--- config.mk ---
export PLATFORM = sky130hd
export DESIGN_NAME = stp_alu
export DESIGN_NICKNAME = d
export VERILOG_FILES = /design/src/stp_alu.sv
export SDC_FILE = /design/constraint.sdc
export NUM_CORES = 1
export LEC_CHECK = 0
export BUFFER_PORTS_ARGS = -buffer_cell sky130_fd_sc_hd__buf_4
export CORE_MARGIN = 4
export CORE_UTILIZATION = 35
export DETAILED_ROUTE_END_ITERATION = 16
export GPL_TIMING_DRIVEN = 0
export SLEW_MARGIN = 25
export SYNTH_ARGS = -nofsm -noshare
export SYNTH_HDL_FRONTEND = slang
export SYNTH_SLANG_ARGS = --single-unit
--- constraint.sdc ---
create_clock -name vclk -period 5.17
set_clock_uncertainty 0.1 [all_clocks]
set_input_delay 0 -clock vclk [all_inputs]
set_output_delay 0 -clock vclk [all_outputs]
set_load 0.01 [all_outputs]
--- src/stp_alu.sv ---
// shared 64-bit add and unsigned compare unit used by the sequencer steps
// no package dependency
`default_nettype none
module stp_alu (
  input  wire logic [63:0] a,
  input  wire logic [63:0] b,
  input  wire logic [63:0] c,
  output logic      [63:0] sum,
  output logic             c_le_a,
  output logic             sum_lt_c
);
  // sum = a + b, compare c <= a and sum < c
  assign sum      = a + b;
  assign c_le_a   = (c <= a);
  assign sum_lt_c = (sum < c);
endmodule
`default_nettype wire

==> flow_summary.toml, run 1 <==
[status]
status = "complete, no violations"

[finish]
regArea_sq_um = 0
clkbuf_count = 0
post-route-cell-area_sq_um = 9300
seq_cells = 0
multiInputGateArea_sq_um = 6330
n_antenna_cell = 0
drive_gt1_frac = 0.227
nNetsFinal = 1643
area_growth_pct = 32.3
fill_cells = 2066

[logic_synthesis]
synth_compound_area_frac = 0.328
synthXorXnorAreaFrac = 0.0748
synth-simple-area-share = 0.155
synth_mux_area_frac = 0
yosys_warnings = 0
synthAdderAreaFrac = 0.341
synth.distinct_cells = 63
netlist_instances = 1000
syn-cell-area_sq_um = 7030
synth_top_family_by_area = "adder cells"
avgSynthCellArea_sq_um = 7.03
yosysSeqAreaShare = 0
syn-num-nets = 1383

[setup_path]
end_kind = "output port"
crit_type = "primary input to output port"
crit_arrival_ns = 4.62
max_stage_delay_ns = 0.42
start_kind = "primary input"
crit_chain = "buf_4 > ha_1 > inv_1 > fa_1 > nor2b_1 > o2111ai_1 > a211oi_2 > a211o_1 > o211ai_2 > a2111oi_4 > o31ai_1 > o21ai_1 > xor2_1 > ha_1 > a21o_1 > a21o_1 > a21oi_1 > nor2b_1 > o21ai_0 > nand2b_1 > a21oi_1 > o211a_1 > buf_4"
worstPathRequired_ns = 5.07
path_max_fanout = 3
cp_slowest_cell = "a211oi_2"

[timing]
setup_ws_ns = 0.451
period_share = 0.913
setup_viol = 0
relSlewSlack = 0.377
fin_hold_ws_ns = 0.239
finalMaxSlewViolations = 0
rsz0062_at_grt = "false"
tightest_slew_ns = 0.926
max_freq_mhz = 212
fin_setup_tns_ns = 0
min_period_ns = 4.72
hold_viol_final = 0

[die]
coreArea_sq_um = 19600
initial_core_util = 0.359
io_pins = 258
dieArea_sq_um = 22400
fp.dieH_um = 150
rows = 51
dieWidth_um = 150

[placed_design]
place_ws_ns = 0.267
place_hpwl_um = 22900
portBuffers = 258
gp_congestion = 0.945
place_area_sq_um = 9300

[routing]
vias = 7974
drc = 0
ant_nets = 0
drt_wl_total_um = 25000
firstDrtPassIters = 4
drt_iter0_markers = 378
post_drt_wl_per_cell_um = 16.4
viasPerCell = 5.24

[min_path]
hold_path_depth = 3
hp-start = "b[0]"
hp-class = "primary input to output port"
hold_end = "sum[0]"

[power]
totalPowerFinal_mw = 1.35
p_per_area_nw_per_um2 = 145
p_leak_nw = 5.24
irDropWorstVdd_mv = 0.0807

[run]
drv_cap = 0

[global_route]
grt_pass1_wl_um = 39300
grt_use_total = 0.212
grt_max_degree = 10
grt_pass1_vias = 7826
antenna_found_initial = 0
grt_overflow = 0

[clocking]
postCtsSetupBuffers = 0
power breakdown:
| group | switching, mW | leakage [nW] | internal, mW |
|---|---|---|---|
| combinational | 0.730 | 5.24 | 0.622 |
| clock | 0 | 0 | 0 |
| sequential | 0 | 0 | 0 |
per-layer routing:
layer  vias to the layer above  part of all wire  track usage
met5                         -                 0            0
met3                        16             0.072       0.0379
met4                         0             0.012       0.0247
met1                      3587              0.45        0.283
met2                       227              0.47        0.368
li1                       4144                 -            -
placed cells by master (no fill, tap or decap), types with 3 or more instances in the layout:
cell type  count
o21ai_1       21
nor2_1        46
nand2_1       55
a211oi_2       3
nor3_1        12
a211oi_1       6
buf_2          8
or3_1          3
nor4_1         6
xnor2_1       41
nand4_1       48
and3_1         6
a21oi_1      116
nand3_1       12
o211ai_1       6
and4_1         3
a211o_1        4
inv_1        155
o21ai_0       39
o21bai_1      17
and2_1         5
a31oi_1        9
o21a_1         9
ha_1         190
o2111ai_1      4
buf_4        259
o31ai_1        5
a41oi_1        4
clkbuf_1      16
xor2_1        19
a21o_1        83
nor2b_1       11
kinds of logic (layout without fill, tap and decap cells):
family | count (synthesis) | count (layout)
AOI/OAI and AO/OA | 352 | 352
adders and majority gates | 191 | 191
xor gates and xnor gates | 60 | 60
buffers and inverters | 182 | 440
and+or+nand+nor | 215 | 215
stage by stage:
stage	std cells	utilization
2_1_floorplan	1000	-
3_3_place_gp	1523	0.475
3_5_place_dp	1523	0.475
4_1_cts	1523	0.475
5_1_grt	1523	0.475
6_report	1523	0.475
cell type report:
cell class | instances | area share
plain buffers | 27 | 0.0133
repair buffers | 258 | 0.208
well taps | 265 | 0.0356
inverters | 155 | 0.0626
multi-input cells | 818 | 0.680
Yosys cell counts, types with 2 or more instances:
cell type	n	area [sq um]
nand2_1	55	206
nor2_1	46	173
and4_1	3	26.3
xnor2_1	41	359
a211o_1	4	35.0
a211oi_2	3	37.5
a41oi_1	4	35.0
o211ai_2	2	25.0
ha_1	190	2380
o21a_1	9	67.6
a21boi_1	2	15.0
o31ai_1	5	37.5
nand3_1	12	60.1
and2_1	5	31.3
o21ai_1	21	105
a21boi_0	2	15.0
o21ai_0	39	195
a31o_1	2	17.5
nand4_1	48	300
clkbuf_1	16	60.1
buf_2	8	40.0
o21bai_1	17	128
a22oi_1	2	15.0
nor3_1	12	60.1
a21o_1	83	623
and3_1	6	37.5
a31oi_1	9	56.3
nand2b_1	2	12.5
o211ai_1	6	45.0
or3_1	3	18.8
o2111ai_1	4	35.0
a21oi_1	116	581
inv_1	155	582
nor2b_1	11	68.8
nor4_1	6	37.5
xor2_1	19	166
a211oi_1	6	45.0
worst max path at each step:
stage	slack, ns	cells past startpoint	start	end
final	0.45	23	a[0]	sum_lt_c
after global routing	0.09	23	a[0]	sum_lt_c
after CTS	0.23	20	a[0]	sum_lt_c
after detailed placement	0.27	20	a[0]	sum_lt_c
after global placement	0.25	20	a[0]	sum_lt_c
after floorplan	1.37	21	a[0]	sum_lt_c
what timing repair did:
item,in CTS,in global routing
gates resized for setup,0,1
hold buffers,0,0
endpoints found under the setup margin,0,1
worst max-delay path, delay by kind of cell:
kind / cells / cell delay (ns)
xor+xnor: 1 / 0.25
fa+ha+maj: 3 / 0.88
compound gates: 13 / 2.89
simple gates: 3 / 0.32
buf+inv: 3 / 0.27
Power figures use the tool's default switching activity.
==> run 2, diff against run 1 <==
--- a/config.mk
+++ b/config.mk
@@ -10,5 +10,4 @@
 export CORE_UTILIZATION = 35
 export DETAILED_ROUTE_END_ITERATION = 16
-export GPL_TIMING_DRIVEN = 0
 export SLEW_MARGIN = 25
 export SYNTH_ARGS = -nofsm -noshare
==> constraint.sdc (replaced) <==
create_clock -name vclk -period 5.17
set_clock_uncertainty 0.1 [all_clocks]
set_input_delay 0 -clock vclk [all_inputs]
set_output_delay 0 -clock vclk [all_outputs]
set_load 0.1 [all_outputs]
==> flow_summary.toml, run 2 (synthesized netlist as in run 1, its figures left out) <==
[routing]
firstDrtPassIters = 4
drc = 0
ant_nets = 0
drt_iter0_markers = 417
post_drt_wl_per_cell_um = 16.7
viasPerCell = 5.32
vias = 7969
drt_wl_total_um = 24900

[die]
dieArea_sq_um = 22400
fp.dieH_um = 150
io_pins = 258
initial_core_util = 0.359
rows = 51
dieWidth_um = 150
coreArea_sq_um = 19600

[global_route]
antenna_found_initial = 0
grt_use_total = 0.212
grt_overflow = 0
grt_max_degree = 10
grt_pass1_vias = 7843
grt_pass1_wl_um = 39000

[setup_path]
start_kind = "primary input"
end_kind = "output port"
crit_type = "primary input to output port"
crit_arrival_ns = 4.62
worstPathRequired_ns = 5.07
path_max_fanout = 7

[finish]
post-route-cell-area_sq_um = 9340
seq_cells = 0
regArea_sq_um = 0
final_cell_mix = "buf_4, ha_1, inv_1"
nNetsFinal = 1617
final_util = 0.477
fill_cells = 2070
area_growth_pct = 32.9
n_antenna_cell = 0
final_common_cell = "buf_4"
clkbuf_count = 0
drive_gt1_frac = 0.239

[timing]
fin_setup_tns_ns = 0
rsz0062_at_grt = "false"
tightest_slew_ns = 1.01
hold_viol_final = 0
period_share = 0.914
min_period_ns = 4.72
setup_viol = 0
finalMaxSlewViolations = 0
fin_hold_ws_ns = 0.399
max_freq_mhz = 212
relSlewSlack = 0.319

[placed_design]
gp_congestion = 0.907
portBuffers = 258
place_hpwl_um = 22800
place_area_sq_um = 9330

[power]
p_per_area_nw_per_um2 = 235
p_leak_nw = 5.28
irDropWorstVdd_mv = 0.273

[status]
status = "complete, no violations"

[min_path]
hp-class = "primary input to output port"

[run]
drv_cap = 0
run 2: cell count changes in the layout (fill, tap and decap cells not counted), sizes merged:
cell / change
clkbuf: -17
buf: -9
run 2: critical path: stages:
cell and delay (ns):
buf_4 0.11, ha_1 0.42, nand3_1 0.21, a2111o_1 0.45, a211o_1 0.36, a211oi_2 0.38
o211ai_2 0.15, nand3_4 0.16, a211oi_1 0.13, a311oi_4 0.30, ha_1 0.29, a21o_1 0.16
a21o_1 0.17, a21o_1 0.16, a21oi_1 0.13, nor2b_1 0.05, o21ai_0 0.15, nand2b_1 0.07
a21oi_1 0.25, o211a_1 0.22, buf_4 0.29
run 2: routing by layer:
layer / global-route usage / up-vias / part of all wire
met3: 0.0203 / 32 / 0.057
met5: 0 / - / 0
met2: 0.362 / 228 / 0.45
met1: 0.293 / 3615 / 0.47
li1: - / 4094 / -
met4: 0.0348 / 0 / 0.023
run 2: area by class of cell:
class                      count  area, sq um  area share
inverter                     155          582      0.0623
multi-input combinational    818         6480       0.694
tap                          265          332      0.0355
timing repair buffer         259         1940       0.208
run 2: stage by stage:
stage	setup slack, ns	std cells	power, mW
finish	0.447	1497	2.20
global route	0.123	1497	2.35
CTS	0.399	1497	2.20
detailed placement	0.408	1497	2.19
global placement	0.501	1497	2.18
floorplan	0.00352	1000	1.64
run 2: repair_timing:
item,4_1_cts,5_1_grt
endpoints found under the setup margin,0,1
hold buffers,0,0
buffers inserted,0,0
gates resized for setup,0,1
run 2: path summary, 6_finish.rpt:
check                 start  endpoint  slack [ns]  depth (start not counted)
worst max-delay path  a[12]  sum_lt_c        0.45                         21
worst min-delay path   b[0]    sum[0]        0.40                          3
run 2: power breakdown:
group	internal, mW	switching [mW]	total (mW)
Clock	0	0	0
Combinational	0.649	1.55	2.20
Sequential	0	0	0
Total	0.649	1.55	2.20
==> run 3, diff against run 2 <==
MAX_ROUTING_LAYER = met4   (was unset)
clock period = 5 ns   (was 5.17 ns; I/O delays follow)
==> flow_summary.toml, run 3 (synthesized netlist as in run 1, its figures left out) <==
[timing]
setup_viol = 0
relSlewSlack = 0.368
hold_viol_final = 0
fin_setup_tns_ns = 0
setup_ws_ns = 0.357
max_freq_mhz = 215
period_share = 0.929
finalMaxSlewViolations = 0
min_period_ns = 4.64
rsz0062_at_grt = "false"
tightest_slew_ns = 0.939
fin_hold_ws_ns = 0.399

[clocking]
post_cts_resized = 0
cts_hold_buf = 0
postCtsSetupBuffers = 0

[setup_path]
crit_chain = "buf_4 > ha_1 > inv_1 > fa_1 > nor2b_1 > o2111ai_1 > a211oi_2 > a211o_1 > o211ai_2 > a2111oi_4 > o31ai_1 > o21ai_2 > xor2_4 > ha_1 > a21o_1 > a21o_1 > a21oi_1 > nor2b_1 > o21ai_0 > nand2b_1 > a21oi_1 > o211a_2 > buf_4"
start_kind = "primary input"
cp_slowest_cell = "fa_1"
crit_type = "primary input to output port"
max_stage_delay_ns = 0.44
end_kind = "output port"
path_max_fanout = 3
crit_arrival_ns = 4.54
worstPathRequired_ns = 4.90

[finish]
final_common_cell = "buf_4"
regArea_sq_um = 0
seq_cells = 0
drive_gt1_frac = 0.253
nNetsFinal = 1619
clkbuf_count = 0
final_cell_mix = "buf_4, ha_1, inv_1"
fill_cells = 2020
n_antenna_cell = 0
area_growth_pct = 34.8
post-route-cell-area_sq_um = 9470

[power]
p_leak_nw = 5.35
switching_share = 0.702
p_seq_frac = 0
power.internal_uw = 689
p_clk_frac = 0
combPwrFrac = 1.000
irDropWorstVdd_mv = 0.238
power.switching_mw = 1.62
p_per_area_nw_per_um2 = 244

[placed_design]
gp_congestion = 0.929
place_ws_ns = 0.251
portBuffers = 258
place_area_sq_um = 9460
place_hpwl_um = 23100

[routing]
viasPerCell = 5.27
post_drt_wl_per_cell_um = 16.8
vias = 7907
firstDrtPassIters = 5
drt_wl_total_um = 25200
drt_iter0_markers = 348
drc = 0
ant_nets = 0

[die]
fp.dieH_um = 150
initial_core_util = 0.359
coreArea_sq_um = 19600
rows = 51
dieArea_sq_um = 22400
dieWidth_um = 150
io_pins = 258

[run]
drv_cap = 0

[global_route]
grt_max_degree = 10
grt_pass1_vias = 7783
grt_overflow = 0
grt_use_total = 0.222
antenna_found_initial = 0
grt_pass1_wl_um = 40000

[min_path]
hp-class = "primary input to output port"

[status]
status = "complete, no violations"
==> run 3: cell types whose count changed in the layout (fill, tap and decap cells not counted) <==
cell,change
buf_4,+2
o211a_2,+1
xor2_1,-4
a21oi_2,+1
o21ai_1,-1
o21ai_2,+1
a21oi_1,-1
xor2_2,+3
o211a_1,-1
xor2_4,+1
xnor2_1,-9
xnor2_2,+9
==> run 3: worst max-delay path, delay by kind of cell <==
family | cells | cell delay (ns)
AO/OA/AOI/OAI | 13 | 2.74
adder cells (fa/ha/maj) | 3 | 0.86
buffers and inverters | 3 | 0.42
AND/OR/NAND/NOR | 3 | 0.34
XOR/XNOR | 1 | 0.16
==> run 3: layout make-up <==
type                       count  area, sq um  share of cell area
inverter                     155          582              0.0614
tap                          265          332              0.0350
multi-input combinational    818         6600               0.697
timing repair buffer         261         1960               0.207
==> run 3: final timing paths <==
check	to	cells after the start	startpoint
setup / recovery	sum_lt_c	23	a[0]
hold / removal	sum[0]	3	b[0]
==> run 3: per-stage QoR <==
stage / instances / utilization / total power [mW]
6_report: 1499 / 0.483 / 2.31
3_3_place_gp: 1499 / 0.483 / 2.29
4_1_cts: 1499 / 0.483 / 2.31
5_1_grt: 1499 / 0.483 / 2.46
3_5_place_dp: 1499 / 0.483 / 2.30
2_1_floorplan: 1000 / - / 1.72
==> run 3: per-layer routing <==
layer  share of wire  GRT usage
met1            0.48      0.315
met2            0.45      0.366
met3           0.062     0.0203
met4          0.0031    0.00595
met5               0          -
==> run 3: power groups by stage <==
stage | Combinational, mW | Sequential (mW) | Clock [mW]
floorplan | 1.72 | 0 | 0
global placement | 2.29 | 0 | 0
detailed placement | 2.30 | 0 | 0
CTS | 2.31 | 0 | 0
global route | 2.46 | 0 | 0
finish | 2.31 | 0 | 0
